`src/hdl/fbmf_pkg.sv`:
```
// Package for the FFT bin mask filter: shared types, register indexes,
// fixed-point rounding helpers and the twiddle series evaluation.
// No dependencies.
package fbmf_pkg;

  localparam int IDX_W = 6;
  localparam logic [63:0] PI_Q30 = 64'd3373259426;
  localparam logic [63:0] ONE_Q30 = 64'd1073741824;
  localparam logic [63:0] HALF_Q30 = 64'd536870912;

  localparam logic [1:0] REG_BIN_LOW  = 2'd0;
  localparam logic [1:0] REG_BIN_HIGH = 2'd1;
  localparam logic [1:0] REG_GAIN     = 2'd2;

  typedef enum logic [4:0] {
    ST_FILL   = 5'b00001,
    ST_FWD    = 5'b00010,
    ST_FDRAIN = 5'b00100,
    ST_INV    = 5'b01000,
    ST_IWAIT  = 5'b10000
  } state_t;

  typedef struct packed {
    logic             issue;
    logic             inv;
    logic [IDX_W-1:0] inner;
    logic [IDX_W-1:0] outer;
    logic [IDX_W-1:0] twi;
    logic             first;
    logic             last;
    logic             frame_end;
    logic             wr_sample;
    logic [IDX_W-1:0] wr_addr;
  } cmd_t;

  typedef struct packed {
    logic signed [31:0] c;
    logic signed [31:0] s;
  } trig_t;

  function automatic logic signed [63:0] rnd64(input logic signed [63:0] v,
                                               input int sh);
    logic signed [63:0] bias;
    bias = 64'sd1 <<< (sh - 1);
    return (v + bias) >>> sh;
  endfunction

  function automatic logic [63:0] div_sin(input logic [63:0] v, input int k);
    case (k)
      1: return (v + 64'd3) / 64'd6;
      2: return (v + 64'd10) / 64'd20;
      3: return (v + 64'd21) / 64'd42;
      4: return (v + 64'd36) / 64'd72;
      5: return (v + 64'd55) / 64'd110;
      6: return (v + 64'd78) / 64'd156;
      7: return (v + 64'd105) / 64'd210;
      8: return (v + 64'd136) / 64'd272;
      9: return (v + 64'd171) / 64'd342;
      default: return v;
    endcase
  endfunction

  function automatic logic [63:0] div_cos(input logic [63:0] v, input int k);
    case (k)
      1: return (v + 64'd1) / 64'd2;
      2: return (v + 64'd6) / 64'd12;
      3: return (v + 64'd15) / 64'd30;
      4: return (v + 64'd28) / 64'd56;
      5: return (v + 64'd45) / 64'd90;
      6: return (v + 64'd66) / 64'd132;
      7: return (v + 64'd91) / 64'd182;
      8: return (v + 64'd120) / 64'd240;
      9: return (v + 64'd153) / 64'd306;
      default: return v;
    endcase
  endfunction

  // Taylor series of cos and sin in Q2.30 for an angle in the first quadrant.
  function automatic trig_t trig_series(input logic [63:0] x);
    logic [63:0] x2;
    logic [63:0] ts;
    logic [63:0] tc;
    logic signed [63:0] s;
    logic signed [63:0] c;
    trig_t r;
    x2 = (x * x + HALF_Q30) >> 30;
    ts = x;
    tc = ONE_Q30;
    s = signed'(x);
    c = signed'(ONE_Q30);
    for (int k = 1; k <= 9; k++) begin
      ts = div_sin((ts * x2 + HALF_Q30) >> 30, k);
      tc = div_cos((tc * x2 + HALF_Q30) >> 30, k);
      if ((k % 2) == 1) begin
        s = s - signed'(ts);
        c = c - signed'(tc);
      end else begin
        s = s + signed'(ts);
        c = c + signed'(tc);
      end
    end
    r.c = c[31:0];
    r.s = s[31:0];
    return r;
  endfunction

endpackage

```
`src/hdl/fbmf_ctrl.sv`:
```
// Controller state machine of the FFT bin mask filter: frame fill, forward
// and inverse transform sequencing and output pacing.
// Depends on fbmf_pkg.
module fbmf_ctrl #(
  parameter int FRAME_LEN = 64
) (
  input  logic          clk,
  input  logic          rst,
  input  logic          in_valid,
  output logic          in_ready,
  input  logic          busy,
  output fbmf_pkg::cmd_t cmd
);

  localparam int IW = $clog2(FRAME_LEN);
  localparam logic [IW-1:0] LAST_IDX = IW'(FRAME_LEN - 1);
  localparam logic [IW:0] LEN_EXT = (IW + 1)'(FRAME_LEN);

  fbmf_pkg::state_t state, state_next;
  logic [IW-1:0] inner, inner_next;
  logic [IW-1:0] outer, outer_next;
  logic [IW-1:0] twi, twi_next;
  logic [IW:0] twi_sum;

  always_ff @(posedge clk) begin
    if (rst) begin
      state <= fbmf_pkg::ST_FILL;
      inner <= '0;
      outer <= '0;
      twi <= '0;
    end else begin
      state <= state_next;
      inner <= inner_next;
      outer <= outer_next;
      twi <= twi_next;
    end
  end

  always_comb begin
    twi_sum = {1'b0, twi} + {1'b0, outer};
    if (twi_sum >= LEN_EXT) begin
      twi_sum = twi_sum - LEN_EXT;
    end
  end

  always_comb begin
    state_next = state;
    inner_next = inner;
    outer_next = outer;
    twi_next = twi;
    in_ready = 1'b0;
    cmd = '0;
    cmd.inner = fbmf_pkg::IDX_W'(inner);
    cmd.outer = fbmf_pkg::IDX_W'(outer);
    cmd.twi = fbmf_pkg::IDX_W'(twi);
    cmd.wr_addr = fbmf_pkg::IDX_W'(inner);
    cmd.first = (inner == '0);
    cmd.last = (inner == LAST_IDX);
    cmd.frame_end = (outer == LAST_IDX);
    case (state)
      fbmf_pkg::ST_FILL: begin
        in_ready = 1'b1;
        if (in_valid) begin
          cmd.wr_sample = 1'b1;
          if (inner == LAST_IDX) begin
            inner_next = '0;
            outer_next = '0;
            twi_next = '0;
            state_next = fbmf_pkg::ST_FWD;
          end else begin
            inner_next = inner + 1'b1;
          end
        end
      end
      fbmf_pkg::ST_FWD, fbmf_pkg::ST_INV: begin
        cmd.issue = 1'b1;
        cmd.inv = (state == fbmf_pkg::ST_INV);
        if (inner == LAST_IDX) begin
          inner_next = '0;
          twi_next = '0;
          if (state == fbmf_pkg::ST_INV) begin
            state_next = fbmf_pkg::ST_IWAIT;
          end else if (outer == LAST_IDX) begin
            outer_next = '0;
            state_next = fbmf_pkg::ST_FDRAIN;
          end else begin
            outer_next = outer + 1'b1;
          end
        end else begin
          inner_next = inner + 1'b1;
          twi_next = twi_sum[IW-1:0];
        end
      end
      fbmf_pkg::ST_FDRAIN: begin
        if (!busy) begin
          state_next = fbmf_pkg::ST_INV;
        end
      end
      fbmf_pkg::ST_IWAIT: begin
        if (!busy) begin
          if (outer == LAST_IDX) begin
            outer_next = '0;
            state_next = fbmf_pkg::ST_FILL;
          end else begin
            outer_next = outer + 1'b1;
            state_next = fbmf_pkg::ST_INV;
          end
        end
      end
      default: begin
        state_next = fbmf_pkg::ST_FILL;
      end
    endcase
  end

`ifndef SYNTHESIS
  assert property (@(posedge clk) disable iff (rst) in_ready |-> !busy)
    else $error("Input taken while the datapath is busy.");
  assert property (@(posedge clk) disable iff (rst)
    (state == fbmf_pkg::ST_FDRAIN) |-> (inner == '0 && outer == '0))
    else $error("Counters not cleared at end of forward pass.");
  assert property (@(posedge clk) disable iff (rst) $onehot(state))
    else $error("Controller state is not one-hot.");
`endif

endmodule

```
`config.mk`:
```
export PLATFORM = sky130hd
export DESIGN_NAME = fbmf_ctrl
export DESIGN_NICKNAME = d
export VERILOG_FILES = /design/src/hdl/fbmf_pkg.sv /design/src/hdl/fbmf_ctrl.sv
export SDC_FILE = /design/constraint.sdc
export NUM_CORES = 1
export LEC_CHECK = 0
export ABC_CLOCK_PERIOD_IN_PS = 2000
export BUFFER_PORTS_ARGS = -buffer_cell sky130_fd_sc_hd__buf_2
export CAP_MARGIN = 20
export CORE_MARGIN = 8
export CORE_UTILIZATION = 54
export DETAILED_ROUTE_END_ITERATION = 8
export PLACE_DENSITY = 0.91
export SYNTH_ARGS = -nofsm -noshare
export SYNTH_HDL_FRONTEND = slang
export SYNTH_SLANG_ARGS = --single-unit
```
`constraint.sdc`:
```
create_clock -name clk -period 2 [get_ports clk]
set_input_delay 0.1 -clock clk [delete_from_list [all_inputs] [get_ports clk]]
set_output_delay 0.1 -clock clk [all_outputs]
set_load 0.02 [all_outputs]
```
# Word-level counts from Yosys, hierarchy flattened
# Index checks and enable logic that the tools add are counted.
# word_totals
register_bits,23
latch_bits,0
ramBits,0
mem_bits_ro,0
wordCells,57
mem_count,0
# op_classes
addsub,4
n_mul,0
div,0
n_lt_le_gt_ge,1
eq_ne,14
n_shift,0
muxes,26
bitwise_logic,0
reduce_logical,8
# op_table
op,count
two-way mux 6 bit,10
two-way mux 5 bit,7
case mux 6 bit (2 select lines),2
case mux 5 bit (4 select lines),1
case mux 6 bit (3 select lines),1
adder 6 x 1 -> 6 bit (second input constant),2
equality test 6 bit (second input constant),2
inequality test 2 bit (second input constant),6
AND reduction 6 bit,2
adder 6 x 6 -> 7 bit,1
greater-or-equal comparator 7 bit (second input constant),1
zero test 6 bit,1
subtractor 6 x 1 -> 6 bit (second input constant),1
equality test 5 x 1 -> 1 bit (second input constant),1
equality test 5 x 2 -> 1 bit (second input constant),1
equality test 5 x 3 -> 1 bit (second input constant),1
equality test 5 x 4 -> 1 bit (second input constant),1
equality test 5 bit (second input constant),1
two-way mux 4 bit,1
two-way mux 1 bit,3
inequality test 3 bit (second input constant),1
AND reduction 3 bit,1
nonzero test 3 bit,1
two-way mux 2 bit,1
other kinds (3),3

# Longest topological paths before layout
# depth
ltp_word,5
mapped_depth,7
depth_no_buf,7

# Worst setup path after synthesis
# Ideal clock, no wire load.
# synth_timing
kind,flip-flop to flip-flop
from,register inner[1]
to,register outer[1]
t_arrival_ps,1920
t_required_ps,1930
path_slack_ps,9
path_stages_with_launch,8
n_path_buf,2
period_less_slack_ps,1991
cell_sequence,dfxtp_1 > ha_1 > and3_1 > buf_6 > nor4_2 > buf_6 > or4_1 > a21oi_1
# synth_rtl
element,line_no,rtl
from (decl),fbmf_ctrl.sv:20,"logic [IW-1:0] inner, inner_next;"
from (signal assigned),fbmf_ctrl.sv:33,inner <= inner_next;
to (signal assigned),fbmf_ctrl.sv:34,outer <= outer_next;
to (decl),fbmf_ctrl.sv:21,"logic [IW-1:0] outer, outer_next;"

# Worst setup path in the final report
# layout_timing
from,register state[4]
to,register outer[4]
# layout_via
elab_chain_cells,4
# layout_lines
element,line_no,rtl
from (decl),fbmf_ctrl.sv:19,"fbmf_pkg::state_t state, state_next;"
from (signal assigned),fbmf_ctrl.sv:27,state <= fbmf_pkg::ST_FILL;
from (signal assigned),fbmf_ctrl.sv:32,state <= state_next;
equality test 5 x 4 -> 1 bit / equality test 5 x 2 -> 1 bit (equally long branches),"fbmf_ctrl.sv:60, fbmf_ctrl.sv:81",
OR reduction 2 bit,fbmf_ctrl.sv:60,case (state)
inequality test 2 bit (no source line) / nonzero test 3 bit (equally long branches),--,
AND reduction 6 bit (no source line),--,
# Parallel ways exist; a longest one is shown, timed or not.
# A chain may end at the register's enable or synchronous reset.

==> results.rst <==
.. list-table::
   :header-rows: 1

   * - Metric
     - Value
   * - Cell count after placement
     - 270
   * - Startpoint of the most critical hold path
     - busy
   * - Post-CTS setup-driven buffer insertion count
     - 0
   * - Layout net count
     - 255
   * - Total wire length
     - 4314 um
   * - Per-cell via count in the routed design
     - roughly 6.3
   * - Endpoint required time on the critical path
     - 2.23 ns
   * - Slew at the pin closest to its max-slew limit
     - 0.6136 ns
   * - Slack of the worst reg-to-reg path
     - 0.11 ns
   * - Antenna Nets Post-Route
     - 0
   * - Power per cell area
     - 749.8 nW/um^2
   * - Yosys warning count
     - 0
   * - Final critical delay including setup and external delays
     - between 1.5 and 2 ns
   * - Flip-flop and latch count after synthesis
     - 23
   * - Post-CTS sizing
     - 0
   * - Layout cells sized above 1
     - 27.80%
   * - Kind of end point of the critical path
     - flop
   * - Setup crit start
     - state[4]$_SDFFE_PP0P_
   * - Detailed-router iteration count before antenna repair
     - 4
   * - Final weighted congestion of routability-driven global placement
     - 0.8924
   * - Synth Cell Area
     - approximately 1700 um^2
   * - Max Clock Freq
     - 528.4 MHz
   * - Tcrit/Tclk final
     - 94.63%
   * - Antenna diode instance count
     - 0
   * - Fraction of the yosys area taken by sequential cells
     - 27.28%
   * - Relative max-transition margin
     - around 59%
   * - Post-route worst hold slack
     - about 0.09 ns
   * - Global-route wire length before repair
     - 6796 um
   * - DRC viols
     - 0
   * - Vertical extent of the die
     - 71.91 um
   * - Number of global-route vias before repair
     - 1549
   * - Slack of the critical path
     - 0.1075 ns
   * - Number of buffers added by the clock tree synthesis step
     - 3
   * - Net Count, Synth
     - 216
   * - Clock Skew
     - 0.005725 ns
   * - Fill cell total of the finished layout
     - 243
   * - Die X
     - 71.91 um
   * - Clock root cell
     - clkbuf_4
   * - Effective utilization at floorplan
     - 56.21%
   * - Number of synthesized flops with an enable pin
     - 0
   * - Crit Path Category
     - flop to flop
   * - H-Tree Depth
     - 1
   * - Number of library cell types mapped by synthesis
     - 55
   * - Dominant synthesized flop cell
     - dfxtp_1
   * - Maximum VDD drop
     - 0.4913 mV
   * - Clock slew at reported path FFs
     - ~0.13 ns
   * - Launch point of the worst reg-to-reg path
     - state[4]$_SDFFE_PP0P_
   * - Total die area
     - 5170 um^2
   * - Share of flip-flops with an asynchronous set or reset after synthesis
     - 0%
   * - Via count
     - between 1500 and 2000
   * - Critical-path maximum fanout
     - 12
   * - Result of the run
     - complete, no violations
   * - GRT Resource Usage Total
     - between 10% and 20%
   * - Area grow syn2layout
     - 16.23%
   * - Signal arrival time at the worst endpoint
     - 2.13 ns
   * - Hold WC Path Type
     - input pin to flop
   * - Global route overflow
     - 0
   * - Number of ports placed on the die boundary
     - 35
   * - Clock tree from TritonCTS
     - built
   * - Clk_lat worst skew
     - 0.32 ns
   * - Number of antenna violations at the first check in global routing
     - 0
   * - Cells after synthesis
     - between 200 and 250
   * - Static leakage
     - around 0.00088 uW
   * - CORE AREA
     - 3003 um^2
   * - Initial DRC count
     - approximately 140
   * - Detailed-placement wirelength estimate
     - between 3000 and 4000 um
   * - Detail-routed net length per standard cell
     - 15.74 um
   * - Final std cells w/o fill
     - 274
   * - Critical path launch point type
     - flop
   * - Worst slack, placed
     - 0.1014 ns
   * - Layout Utilization
     - 65.33%
   * - Clock sinks
     - 23
   * - Max-cap violations
     - 0
   * - I/O Buffers
     - 34
   * - Largest net degree at the start of global routing
     - 25
   * - Max-slew violation total from the final report
     - 0
   * - Hold-fix buffers, CTS
     - 0
   * - Number of core rows
     - 20
   * - Clock Tree Buf Depth
     - 2
   * - Final hold vios
     - 0
   * - Synthesized area per cell
     - 8.315 um^2
   * - Number of setup violations in the final report
     - 0
-- metal layers --
layer | global-route usage (%) | wire length (um) | vias to the layer above
met4 | 4.989 | 70 | 0
met3 | 2.755 | 282 | 9
met2 | 25.61 | 2035 | 72
li1 | - | - | 838
met1 | 20.13 | 1925 | 801
met5 | 0 | 0 | -
-- worst paths after layout --
check             depth (start not counted)                     to
setup / recovery                          5  outer[4]$_SDFFE_PP0P_
hold / removal                            3  state[2]$_SDFFE_PP0P_
setup reg to reg                          5  outer[4]$_SDFFE_PP0P_
hold reg to reg                           2    twi[5]$_SDFFE_PP0P_
-- kinds of logic after synthesis --
kind of cell	after synthesis	share of synthesized area, %
multiplexers	1	0.5931
AND/OR/NAND/NOR	78	26.39
XOR/XNOR	8	4.151
flip-flops	23	27.28
buffers and inverters	24	9.192
AO/OA/AOI/OAI	60	25.28
adder cells (fa/ha/maj)	9	7.117
-- cells in the final DEF (no fill, tap or decap), types with 2 or more instances in the layout --
cell,instances
clkbuf_4,3
o211ai_1,2
a22oi_1,5
dfxtp_1,19
and3_1,3
nor2b_1,8
o311ai_0,3
a21o_1,2
nand4_1,3
and2_1,2
or4_1,3
inv_1,6
a32o_1,2
a221o_1,2
buf_2,34
nor2_1,20
ha_1,8
o21ai_1,4
buf_4,17
o21ai_0,9
o21a_1,3
o311a_1,2
nor3b_1,4
xor2_1,5
nor3_1,6
dfxtp_2,4
nand3_1,4
xnor2_1,3
nand2_1,7
a21oi_1,14
or3_1,4
nand3b_1,2
nand4b_1,2
-- report_power, final --
| group | switching [uW] | internal (uW) | total (uW) |
|---|---|---|---|
| combinational | 443 | 276 | 719 |
| sequential | 39.2 | 489 | 528 |
| clock | 146 | 78.2 | 224 |
| total | 628 | 843 | 1470 |
-- worst max-delay path: stages, from the launching register on --
cell and delay [ns]:
dfxtp_1 0.58, nor2b_1 0.23, o311a_1 0.21, o211ai_2 0.16, or3_1 0.38, a32o_1 0.25
-- sequential cells by signal (all words and copies together) (netlist names) --
name and flops:
outer 6, state 5, inner 6, twi 6
-- cells in the mapped netlist (2+ instances only) --
cell | n | area, um^2
dfxtp_1 | 23 | 460.4
nor2_1 | 21 | 78.83
a21oi_1 | 14 | 70.07
o21ai_0 | 9 | 45.04
buf_4 | 8 | 60.06
ha_1 | 8 | 100.1
nor2b_1 | 8 | 50.05
nand2_1 | 7 | 26.28
nor3_1 | 7 | 35.03
inv_1 | 6 | 22.52
a22oi_1 | 5 | 37.54
xor2_1 | 5 | 43.79
buf_2 | 4 | 20.02
buf_6 | 4 | 45.04
nand3_1 | 4 | 20.02
nor3b_1 | 4 | 30.03
o21ai_1 | 4 | 20.02
or3_1 | 4 | 25.02
and3_1 | 3 | 18.77
nand4_1 | 3 | 18.77
o21a_1 | 3 | 22.52
o311ai_0 | 3 | 26.28
or4_1 | 3 | 22.52
xnor2_1 | 3 | 26.28
a21o_1 | 2 | 15.01
a221o_1 | 2 | 20.02
a32o_1 | 2 | 20.02
and2_1 | 2 | 12.51
clkbuf_1 | 2 | 7.510
nand3b_1 | 2 | 15.01
nand4b_1 | 2 | 17.52
o211ai_1 | 2 | 15.01
o311a_1 | 2 | 20.02
-- stage by stage --
step | power (uW) | setup TNS, ns | cell area, um^2
2_1_floorplan | 1041 | 0 | 1688
3_3_place_gp | 1205 | 0 | 1914
3_5_place_dp | 1221 | 0 | 1914
4_1_cts | 1442 | 0 | 1941
5_1_grt | 1556 | -0.03527 | 1962
6_report | 1471 | 0 | 1962
-- final cells by class --
class,instances,area (um^2),area share [%]
Tap cell,33,41.29,2.105
Sequential cell,23,465.4,23.72
Clock buffer,4,26.28,1.339
Inverter,6,22.52,1.148
Multi-Input combinational cell,156,1089,55.48
Timing Repair Buffer,52,317.8,16.20
Note: power is estimated with default switching activity, not from simulation.
